===== src/rtl/bbrn_pkg.sv =====
// shared constants and types of the requisite-node block
package bbrn_pkg;

    // fixed field widths
    localparam int MASK_W  = 64;
    localparam int INDEX_W = 6;
    localparam int COUNT_W = 7;

    // default graph size and register reset value
    localparam int MAX_NODES_DEF = 64;
    localparam logic [COUNT_W-1:0] NODE_COUNT_RESET = 7'd64;

    // action codes
    localparam logic ACT_LOAD = 1'b0;
    localparam logic ACT_RUN  = 1'b1;

    // control from the sequencer to the row evaluator
    typedef struct packed {
        logic enable;
        logic anc_phase;
    } sweep_ctl_t;

endpackage


===== src/rtl/bbrn_ifs.sv =====
// valid/ready channel interfaces of the requisite-node block
interface bbrn_in_if;
    logic                             valid;
    logic                             ready;
    logic                             action;
    logic [bbrn_pkg::INDEX_W-1:0]     node_index;
    logic [bbrn_pkg::MASK_W-1:0]      parent_mask;
    logic                             is_query;
    logic                             is_hard;
    logic                             is_soft;

    modport source (
        output valid, action, node_index, parent_mask, is_query, is_hard, is_soft,
        input  ready
    );
    modport sink (
        input  valid, action, node_index, parent_mask, is_query, is_hard, is_soft,
        output ready
    );
endinterface

interface bbrn_out_if;
    logic                             valid;
    logic                             ready;
    logic [bbrn_pkg::MASK_W-1:0]      requisite_mask;

    modport source (
        output valid, requisite_mask,
        input  ready
    );
    modport sink (
        input  valid, requisite_mask,
        output ready
    );
endinterface


===== src/rtl/bbrn_row_mem.sv =====
// parent-row memory: one write port, one registered read port
module bbrn_row_mem #(
    parameter int N  = bbrn_pkg::MAX_NODES_DEF,
    parameter int AW = $clog2(N)
) (
    input  logic          clk,
    input  logic          we,
    input  logic [AW-1:0] waddr,
    input  logic [N-1:0]  wdata,
    input  logic          re,
    input  logic [AW-1:0] raddr,
    output logic [N-1:0]  rdata
);

    logic [N-1:0] rows_mem [N];
    logic [N-1:0] rdata_reg;

    // write on load
    always_ff @(posedge clk)
    begin
        if (we)
        begin
            rows_mem[waddr] <= wdata;
        end
    end

    // registered read during sweeps
    always_ff @(posedge clk)
    begin
        if (re)
        begin
            rdata_reg <= rows_mem[raddr];
        end
    end

    assign rdata = rdata_reg;

endmodule


===== src/rtl/bbrn_row_eval.sv =====
// row evaluator: applies the closure or ball rules of one parent row
module bbrn_row_eval #(
    parameter int N  = bbrn_pkg::MAX_NODES_DEF,
    parameter int AW = $clog2(N)
) (
    input  bbrn_pkg::sweep_ctl_t ctl,
    input  logic [AW-1:0]        row_idx,
    input  logic [N-1:0]         row,
    input  logic [N-1:0]         active,
    input  logic [N-1:0]         hard,
    input  logic [N-1:0]         anc_in,
    input  logic [N-1:0]         c_in,
    input  logic [N-1:0]         p_in,
    output logic [N-1:0]         anc_out,
    output logic [N-1:0]         c_out,
    output logic [N-1:0]         p_out,
    output logic                 changed
);

    logic [N-1:0] row_act;
    logic [N-1:0] passing;
    logic         push_up;
    logic         push_down;

    assign row_act = row & active;

    // nodes that forward the ball to their children
    assign passing   = (c_in | p_in) & ~hard;
    assign push_up   = c_in[row_idx] | (p_in[row_idx] & anc_in[row_idx]);
    assign push_down = |(row_act & passing);

    // set updates for the current row
    always_comb
    begin
        anc_out = anc_in;
        c_out   = c_in;
        p_out   = p_in;
        if (ctl.enable)
        begin
            if (ctl.anc_phase)
            begin
                if (anc_in[row_idx])
                begin
                    anc_out = anc_in | row_act;
                end
            end
            else
            begin
                if (push_up)
                begin
                    c_out = c_in | row_act;
                end
                if (push_down)
                begin
                    p_out[row_idx] = 1'b1;
                end
            end
        end
    end

    assign changed = (anc_out != anc_in) || (c_out != c_in) || (p_out != p_in);

endmodule


===== src/rtl/bayes_ball_requisite_nodes.sv =====
// requisite-node analysis: a load writes one parent row and its flags; a run sweeps
// the parent rows pass after pass through the one row memory port
// and the shared row evaluator; closure passes repeat until the ancestor set
// is stable, then ball passes until the reached sets are stable, with at least
// one pass of each; a count of zero skips the sweeps and goes to the result
// reset clears flags, sets and the output stage and sets node_count to 64
module bayes_ball_requisite_nodes #(
    parameter int MAX_NODES = bbrn_pkg::MAX_NODES_DEF
) (
    input  logic                           clk,
    input  logic                           rst_n,
    input  logic                           cfg_we,
    input  logic [bbrn_pkg::COUNT_W-1:0]   cfg_wdata,
    bbrn_in_if.sink                        item,
    bbrn_out_if.source                     result
);

    localparam int N  = MAX_NODES;
    localparam int AW = $clog2(N);
    localparam int CW = $clog2(N + 1);
    localparam int MW = bbrn_pkg::MASK_W;
    localparam int KW = bbrn_pkg::COUNT_W;

    typedef enum logic [1:0] {
        S_IDLE,
        S_ANC,
        S_RUN,
        S_DONE
    } state_t;

    state_t               state_reg;
    logic [KW-1:0]        node_count_reg;
    logic [CW-1:0]        count_reg;
    logic [N-1:0]         active_reg;
    logic [N-1:0]         query_reg;
    logic [N-1:0]         hard_reg;
    logic [N-1:0]         soft_reg;
    logic [N-1:0]         anc_reg;
    logic [N-1:0]         from_child_reg;
    logic [N-1:0]         from_parent_reg;
    logic [CW-1:0]        issue_cnt_reg;
    logic                 rd_valid_reg;
    logic [AW-1:0]        rd_idx_reg;
    logic                 changed_reg;
    logic                 out_valid_reg;
    logic [MW-1:0]        out_mask_reg;

    logic                 in_fire;
    logic                 load_fire;
    logic                 run_fire;
    logic                 load_ok;
    logic [AW-1:0]        load_idx;
    logic [N-1:0]         load_bit;
    logic [CW-1:0]        count_next;
    logic [N:0]           active_wide;
    logic [N-1:0]         active_next;
    logic                 sweeping;
    logic                 issuing;
    logic                 pass_end;
    logic                 pass_changed;
    logic [N-1:0]         hard_act;
    logic [N-1:0]         row_data;
    bbrn_pkg::sweep_ctl_t ev_ctl;
    logic [N-1:0]         ev_anc;
    logic [N-1:0]         ev_c;
    logic [N-1:0]         ev_p;
    logic                 ev_chg;

    // handshake
    assign item.ready   = (state_reg == S_IDLE);
    assign in_fire      = item.valid && item.ready;
    assign load_fire    = in_fire && (item.action == bbrn_pkg::ACT_LOAD);
    assign run_fire     = in_fire && (item.action == bbrn_pkg::ACT_RUN);
    assign result.valid = out_valid_reg;
    assign result.requisite_mask = out_mask_reg;

    // load addressing, indices beyond the graph are dropped
    assign load_ok  = ({1'b0, item.node_index} < 7'(N));
    assign load_idx = item.node_index[AW-1:0];
    assign load_bit = N'(1) << load_idx;

    // nodes in use and their mask
    assign count_next  = (node_count_reg > KW'(N)) ? CW'(N) : CW'(node_count_reg);
    assign active_wide = ((N + 1)'(1) << count_next) - (N + 1)'(1);
    assign active_next = active_wide[N-1:0];
    assign hard_act    = hard_reg & active_reg;

    // row sweep control
    assign sweeping     = (state_reg == S_ANC) || (state_reg == S_RUN);
    assign issuing      = sweeping && (issue_cnt_reg < count_reg);
    assign pass_end     = rd_valid_reg && (CW'(rd_idx_reg) == count_reg - CW'(1));
    assign pass_changed = changed_reg || ev_chg;

    assign ev_ctl.enable    = sweeping && rd_valid_reg;
    assign ev_ctl.anc_phase = (state_reg == S_ANC);

    bbrn_row_mem #(
        .N  (N),
        .AW (AW)
    ) u_row_mem (
        .clk   (clk),
        .we    (load_fire && load_ok),
        .waddr (load_idx),
        .wdata (item.parent_mask[N-1:0]),
        .re    (issuing),
        .raddr (issue_cnt_reg[AW-1:0]),
        .rdata (row_data)
    );

    bbrn_row_eval #(
        .N  (N),
        .AW (AW)
    ) u_row_eval (
        .ctl     (ev_ctl),
        .row_idx (rd_idx_reg),
        .row     (row_data),
        .active  (active_reg),
        .hard    (hard_act),
        .anc_in  (anc_reg),
        .c_in    (from_child_reg),
        .p_in    (from_parent_reg),
        .anc_out (ev_anc),
        .c_out   (ev_c),
        .p_out   (ev_p),
        .changed (ev_chg)
    );

    // sequencer, sets and output stage
    always_ff @(posedge clk or negedge rst_n)
    begin
        if (!rst_n)
        begin
            state_reg       <= S_IDLE;
            node_count_reg  <= bbrn_pkg::NODE_COUNT_RESET;
            count_reg       <= '0;
            active_reg      <= '0;
            query_reg       <= '0;
            hard_reg        <= '0;
            soft_reg        <= '0;
            anc_reg         <= '0;
            from_child_reg  <= '0;
            from_parent_reg <= '0;
            issue_cnt_reg   <= '0;
            rd_valid_reg    <= 1'b0;
            rd_idx_reg      <= '0;
            changed_reg     <= 1'b0;
            out_valid_reg   <= 1'b0;
            out_mask_reg    <= '0;
        end
        else
        begin
            if (cfg_we)
            begin
                node_count_reg <= cfg_wdata;
            end

            if (out_valid_reg && result.ready)
            begin
                out_valid_reg <= 1'b0;
            end

            unique case (state_reg)
                S_IDLE:
                begin
                    if (load_fire && load_ok)
                    begin
                        query_reg <= item.is_query ? (query_reg | load_bit)
                                                   : (query_reg & ~load_bit);
                        hard_reg  <= item.is_hard ? (hard_reg | load_bit)
                                                  : (hard_reg & ~load_bit);
                        soft_reg  <= item.is_soft ? (soft_reg | load_bit)
                                                  : (soft_reg & ~load_bit);
                    end
                    if (run_fire)
                    begin
                        count_reg       <= count_next;
                        active_reg      <= active_next;
                        anc_reg         <= (hard_reg | soft_reg) & active_next;
                        from_child_reg  <= query_reg & active_next;
                        from_parent_reg <= '0;
                        issue_cnt_reg   <= '0;
                        rd_valid_reg    <= 1'b0;
                        changed_reg     <= 1'b0;
                        state_reg       <= (count_next == '0) ? S_DONE : S_ANC;
                    end
                end

                S_ANC, S_RUN:
                begin
                    if (issuing)
                    begin
                        issue_cnt_reg <= issue_cnt_reg + CW'(1);
                    end
                    rd_valid_reg <= issuing;
                    rd_idx_reg   <= issue_cnt_reg[AW-1:0];
                    if (rd_valid_reg)
                    begin
                        anc_reg         <= ev_anc;
                        from_child_reg  <= ev_c;
                        from_parent_reg <= ev_p;
                        changed_reg     <= pass_changed;
                    end
                    // pass over: repeat while anything moved
                    if (pass_end)
                    begin
                        issue_cnt_reg <= '0;
                        changed_reg   <= 1'b0;
                        if (!pass_changed)
                        begin
                            state_reg <= (state_reg == S_ANC) ? S_RUN : S_DONE;
                        end
                    end
                end

                S_DONE:
                begin
                    if (!out_valid_reg || result.ready)
                    begin
                        out_valid_reg <= 1'b1;
                        out_mask_reg  <= MW'((from_child_reg | from_parent_reg) & ~hard_act);
                        state_reg     <= S_IDLE;
                    end
                end

                default:
                begin
                    state_reg <= S_IDLE;
                end
            endcase
        end
    end

endmodule


===== src/flat_wrapper.sv =====
// flat-port wrapper written by rule: the top's interface ports become plain ports
module bayes_ball_requisite_nodes_flat 
#(
    parameter int MAX_NODES = bbrn_pkg::MAX_NODES_DEF
)
  (clk, rst_n, cfg_we, cfg_wdata, item_valid, item_action, item_node_index, item_parent_mask, item_is_query, item_is_hard, item_is_soft, item_ready, result_valid, result_requisite_mask, result_ready);
  bbrn_in_if item_i ();
  bbrn_out_if result_i ();
  input  logic clk;
  input  logic rst_n;
  input  logic cfg_we;
  input  logic [bbrn_pkg::COUNT_W-1:0] cfg_wdata;
  input wire logic [$bits(item_i.valid)-1:0] item_valid;
  input wire logic [$bits(item_i.action)-1:0] item_action;
  input wire logic [$bits(item_i.node_index)-1:0] item_node_index;
  input wire logic [$bits(item_i.parent_mask)-1:0] item_parent_mask;
  input wire logic [$bits(item_i.is_query)-1:0] item_is_query;
  input wire logic [$bits(item_i.is_hard)-1:0] item_is_hard;
  input wire logic [$bits(item_i.is_soft)-1:0] item_is_soft;
  output wire logic [$bits(item_i.ready)-1:0] item_ready;
  output wire logic [$bits(result_i.valid)-1:0] result_valid;
  output wire logic [$bits(result_i.requisite_mask)-1:0] result_requisite_mask;
  input wire logic [$bits(result_i.ready)-1:0] result_ready;
  assign item_i.valid = item_valid;
  assign item_i.action = item_action;
  assign item_i.node_index = item_node_index;
  assign item_i.parent_mask = item_parent_mask;
  assign item_i.is_query = item_is_query;
  assign item_i.is_hard = item_is_hard;
  assign item_i.is_soft = item_is_soft;
  assign item_ready = item_i.ready;
  assign result_valid = result_i.valid;
  assign result_requisite_mask = result_i.requisite_mask;
  assign result_i.ready = result_ready;
  bayes_ball_requisite_nodes #(.MAX_NODES(MAX_NODES)) u_core (.clk(clk), .rst_n(rst_n), .cfg_we(cfg_we), .cfg_wdata(cfg_wdata), .item(item_i), .result(result_i));
endmodule

===== config.mk =====
export PLATFORM = sky130hd
export DESIGN_NAME = bayes_ball_requisite_nodes_flat
export DESIGN_NICKNAME = d
export VERILOG_FILES = /design/src/rtl/bbrn_pkg.sv /design/src/rtl/bbrn_ifs.sv /design/src/rtl/bbrn_row_mem.sv /design/src/rtl/bbrn_row_eval.sv /design/src/rtl/bayes_ball_requisite_nodes.sv /design/src/flat_wrapper.sv
export SDC_FILE = /design/constraint.sdc
export NUM_CORES = 2
export LEC_CHECK = 0
export BUFFER_PORTS_ARGS = -buffer_cell sky130_fd_sc_hd__buf_4
export CORE_AREA = 3 3 550 552
export DETAILED_ROUTE_END_ITERATION = 8
export DIE_AREA = 0 0 553 555
export GPL_TIMING_DRIVEN = 0
export MAX_ROUTING_LAYER = met4
export PLACE_DENSITY = 0.84
export SYNTH_ARGS = -nofsm -noshare
export SYNTH_HDL_FRONTEND = slang
export SYNTH_HIERARCHICAL = 1
export SYNTH_SLANG_ARGS = --single-unit

===== constraint.sdc =====
create_clock -name clk -period 8.9 [get_ports clk]
set_clock_uncertainty 0.05 [all_clocks]
set_input_delay 1.335 -clock clk [delete_from_list [all_inputs] [get_ports clk]]
set_output_delay 1.335 -clock clk [all_outputs]
set_load 0.03 [all_outputs]

==> qor.yml, run 1 <==
yosys:
  synth_cells: 9812
  yosysWarningCount: 6
  ys_ff_latch: 4704
  synthFlopType: "edfxtp_1"
  syn_nets: 9911
  synth_seq_area_share_pct: 74.0
  avgSynthCellArea_um2: 19.1
  synth_area_um2: 187000
  async_flop_share_pct: 11.6
  synth-edff-count: 4160
  yosysUniqueCellTypes: 97
place:
  gp_congestion: 1.04
  place_hpwl_mm: 576
  port_buffers: 147
floorplan:
  pin_count: 152
  initial_core_util_pct: 63.0
  die_width_um: 553
  rows: 200
  die_h_um: 555
status:
  outcome.stop_stage: "3_5_place_dp"
  outcome: "aborted with a tool error"
  first-error: "[ERROR DPL-0033] detailed placement checks failed during check placement."
[logic make-up after synthesis]
family | after synthesis | share of synthesized area, %
flip-flops | 4704 | 74.0
AND/OR/NAND/NOR | 1483 | 3.80
AO/OA/AOI/OAI | 1469 | 5.72
multiplexers | 1407 | 14.6
buffers and inverters | 713 | 1.73
XOR/XNOR | 23 | 0.108
adder cells (fa/ha/maj) | 13 | 0.0869
[metrics by stage]
| step | setup WS, ns | TNS (ns) | hold WS, ns | cell area [um^2] | std cells |
|---|---|---|---|---|---|
| global placement | -4.67 | -4261.77 | 0.428 | 193000 | 13900 |
| floorplan | 1.94 | 0 | 0.407 | 187000 | 9812 |
[Yosys cell counts (78+ instances only)]
cell	number	area (um^2)
clkbuf_1	303	1140
nand3_1	78	390
o31ai_1	82	616
mux2i_1	152	1520
dfrtp_1	543	13600
a22oi_1	187	1400
a21oi_1	158	791
mux4_2	1034	23300
o21bai_1	112	841
o22ai_1	170	1060
o21ai_0	173	866
mux2_2	211	2380
a22o_1	161	1410
buf_2	209	1050
and3_1	87	544
nor2_1	416	1560
nand2_1	447	1680
inv_1	107	402
edfxtp_1	4160	125000
nor3_1	85	425
==> inputs of run 2 (changes only) <==
CORE_AREA = 3 3 689 691   (was 3 3 550 552)
DIE_AREA = 0 0 692 694   (was 0 0 553 555)
MAX_ROUTING_LAYER = default   (was met4)
PLACE_DENSITY = default   (was 0.84)
PLACE_DENSITY_LB_ADDON = 0.15   (was default)
==> qor.yml, run 2 <==
global_routing:
  grt_start_max_net_pins: 115
  grt_pass1_vias: 106000
  overflow: 0
  grt_pass1_wl_mm: 972
  antenna_found_initial: 73
  grt_use_total_pct: 30.1
yosys:
  ys_ff_latch: 4704
  synth-edff-count: 4160
  syn_nets: 9911
  yosysWarningCount: 6
  yosysTopAreaCell: "edfxtp_1"
  synthFlopType: "edfxtp_1"
  synth_area_leaders: "edfxtp_1 (67%), mux4_2 (12%), dfrtp_1 (7.3%), mux2_2 (1.3%), nand2_1 (0.90%)"
  synth.cells.most_frequent: "edfxtp_1 (4160), mux4_2 (1034), dfrtp_1 (543)"
  yosysMostFrequentCell: "edfxtp_1"
  yosysUniqueCellTypes: 97
  synth_cells: 9812
  avgSynthCellArea_um2: 19.1
  async_flop_share_pct: 11.6
  synth_seq_area_share_pct: 74.0
  netlist.area_leader.share_pct: 66.7
  synth_area_um2: 187000
sta:
  slew_headroom_pct: -5.20
  tightest_slew_ns: 1.56
  setup_viol_count_final: 0
  hold_viol_final: 0
  rsz0062_at_grt: "no"
  min_period_ns: 6.66
  fin_crit_sh_pct: 74.8
  slew_viol_final: 17
  fmax_mhz: 150
worst_setup_path:
  r2r_slack_ns: 2.24
  crit_chain: "and2_1, o22ai_1, nor4_1, nand4_1, o311ai_0, clkbuf_1, o221ai_1, o21ai_0, o211ai_1, nor3_1, mux2i_1"
  reg2reg_depth: 11
  reg2reg_to: "u_core/state_reg[0]"
  worstSetupPathType: "register to register"
  r2r-start: "u_core/active_reg[38]"
  end_kind: "register"
  setup.worst_path.start_class: "register"
  cp_data_required_time_ns: 9.83
  cpMaxStageDelayCell: "o311ai_0"
  max_stage_delay_ns: 1.20
  cp.arrival_ns: 7.59
  crit_path_max_fanout: 10
layout:
  fin_util_pct: 46.5
  max_flop_register: "u_core/u_row_mem/rows_mem"
  largest_register_ffs: 4096
  layout_commonest_cell: "edfxtp_1"
  nets: 10800
  final_cell_mix: "edfxtp_1 (4160), mux4_2 (1034), dfrtp_1 (543), clkbuf_16 (542), nand2_1 (447)"
  drive_gt1_share_pct: 25.7
  area_growth_pct: 16.8
routing:
  drc: 2
  firstDrtPassIters: 8
  routed_via_density: 6.21
  avgRoutedWirePerCell_um: 42.0
  drt-total-wl_mm: 732
  dr_total_vias: 108000
  antenna_left: 0
  drtIter0Drc: 14100
status:
  violations: "DRC, capacitance limit, slew limit"
  outcome: "complete, but fails checks"
flow_run:
  cap_violations: 4
clock_tree:
  clkTransAtPathRegs_ns: 0.06
  cts_htree_levels: 6
  clk_path_buf_depth: 4
  root_buffer: "clkbuf_16"
  post_cts_buffers: 0
  hold_buffers: 0
  numCtsBuffers: 522
  cts_tree: "yes"
  cts.sink_count: 4704
  clkLatencyLatePin_ns: 1.06
  cts_resized: 0
pwr:
  power_density_nw_per_um2: 309
  finalPower_uw: 67700
  vdd_ir_drop_max_uv: 241
  power_leakage_uw: 0.0707
floorplan:
  rows: 252
  die_area_um2: 480000
  initial_core_util_pct: 39.9
  pin_count: 152
  die_h_um: 694
  coreArea_um2: 470000
  die_width_um: 692
worst_hold_path:
  hold_path_class: "input port to asynchronous set/reset pin"
place:
  place_hpwl_mm: 531
  gp_congestion: 0.993
  port_buffers: 147
==> run 2: kinds of logic (layout without fill, tap and decap cells) <==
logic type / count (synthesis) / count (layout) / share of synthesized area, %
simple gates: 1483 / 1483 / 3.80
mux: 1407 / 1407 / 14.6
other cells: 0 / 45 / 0
flops: 4704 / 4704 / 74.0
buf+inv: 713 / 2053 / 1.73
compound gates: 1469 / 1469 / 5.72
xor+xnor: 23 / 23 / 0.108
fa+ha+maj: 13 / 13 / 0.0869
==> run 2: cell type report <==
class                           instances  area [um^2]
Fill cell                           39700       251000
Clock inverter                        260         2380
Multi-Input combinational cell       4395        46100
Timing Repair Buffer                  408         6290
Antenna cell                           45          113
Clock buffer                          672        14200
Sequential cell                      4704       139000
Buffer                                603         2840
Inverter                              110          413
Tap cell                             6223         7790
==> run 2: how the worst max path moves through the flow <==
stage	slack, ns	end	cells after the start	from
floorplan	1.94	u_core/u_row_mem/rows_mem[48][0]	4	item_valid
global placement	-7.32	u_core/u_row_mem/rows_mem[49][35]	5	item_valid
detailed placement	2.37	u_core/state_reg[0]	11	u_core/active_reg[38]
CTS	2.31	u_core/state_reg[0]	11	u_core/active_reg[38]
global route	2.39	u_core/state_reg[0]	11	u_core/active_reg[38]
finish	2.24	u_core/state_reg[0]	11	u_core/active_reg[38]
==> run 2: layer usage <==
| metal | up-vias | global-route usage, % | part of all wire, % |
|---|---|---|---|
| met5 | - | 0 | 0.024 |
| li1 | 42300 | - | - |
| met1 | 59300 | 40.7 | 40 |
| met2 | 5463 | 48.3 | 47 |
| met3 | 1134 | 5.46 | 7.7 |
| met4 | 26 | 12.6 | 4.9 |
==> run 2: where the power goes <==
| group | switching, uW | internal, uW | leakage (uW) |
|---|---|---|---|
| sequential | 1980 | 25000 | 0.0447 |
| combinational | 13100 | 6510 | 0.0180 |
| clock | 8910 | 12200 | 0.00806 |
| total | 24000 | 43700 | 0.0707 |
==> run 2: critical path, delay by kind of cell, from the launching register on <==
kind,cells,cell delay [ns]
multiplexers,1,0.24
AND/OR/NAND/NOR,4,2.58
AO/OA/AOI/OAI,5,2.50
flip-flops,1,0.54
buffers and inverters,1,0.64
==> run 2: metrics by stage <==
step	TNS, ns	hold WS (ns)	worst slack [ns]	area, um^2	cells
after floorplan	0	0.407	1.94	187000	9812
after global placement	-8030.95	0.423	-7.32	196000	16200
after detailed placement	0	0.426	2.37	202000	16400
after CTS	0	0.126	2.31	219000	17400
after global routing	0	0.182	2.39	219000	17400
final	0	0.151	2.24	219000	17400
Note: power is estimated with default switching activity, not from simulation.
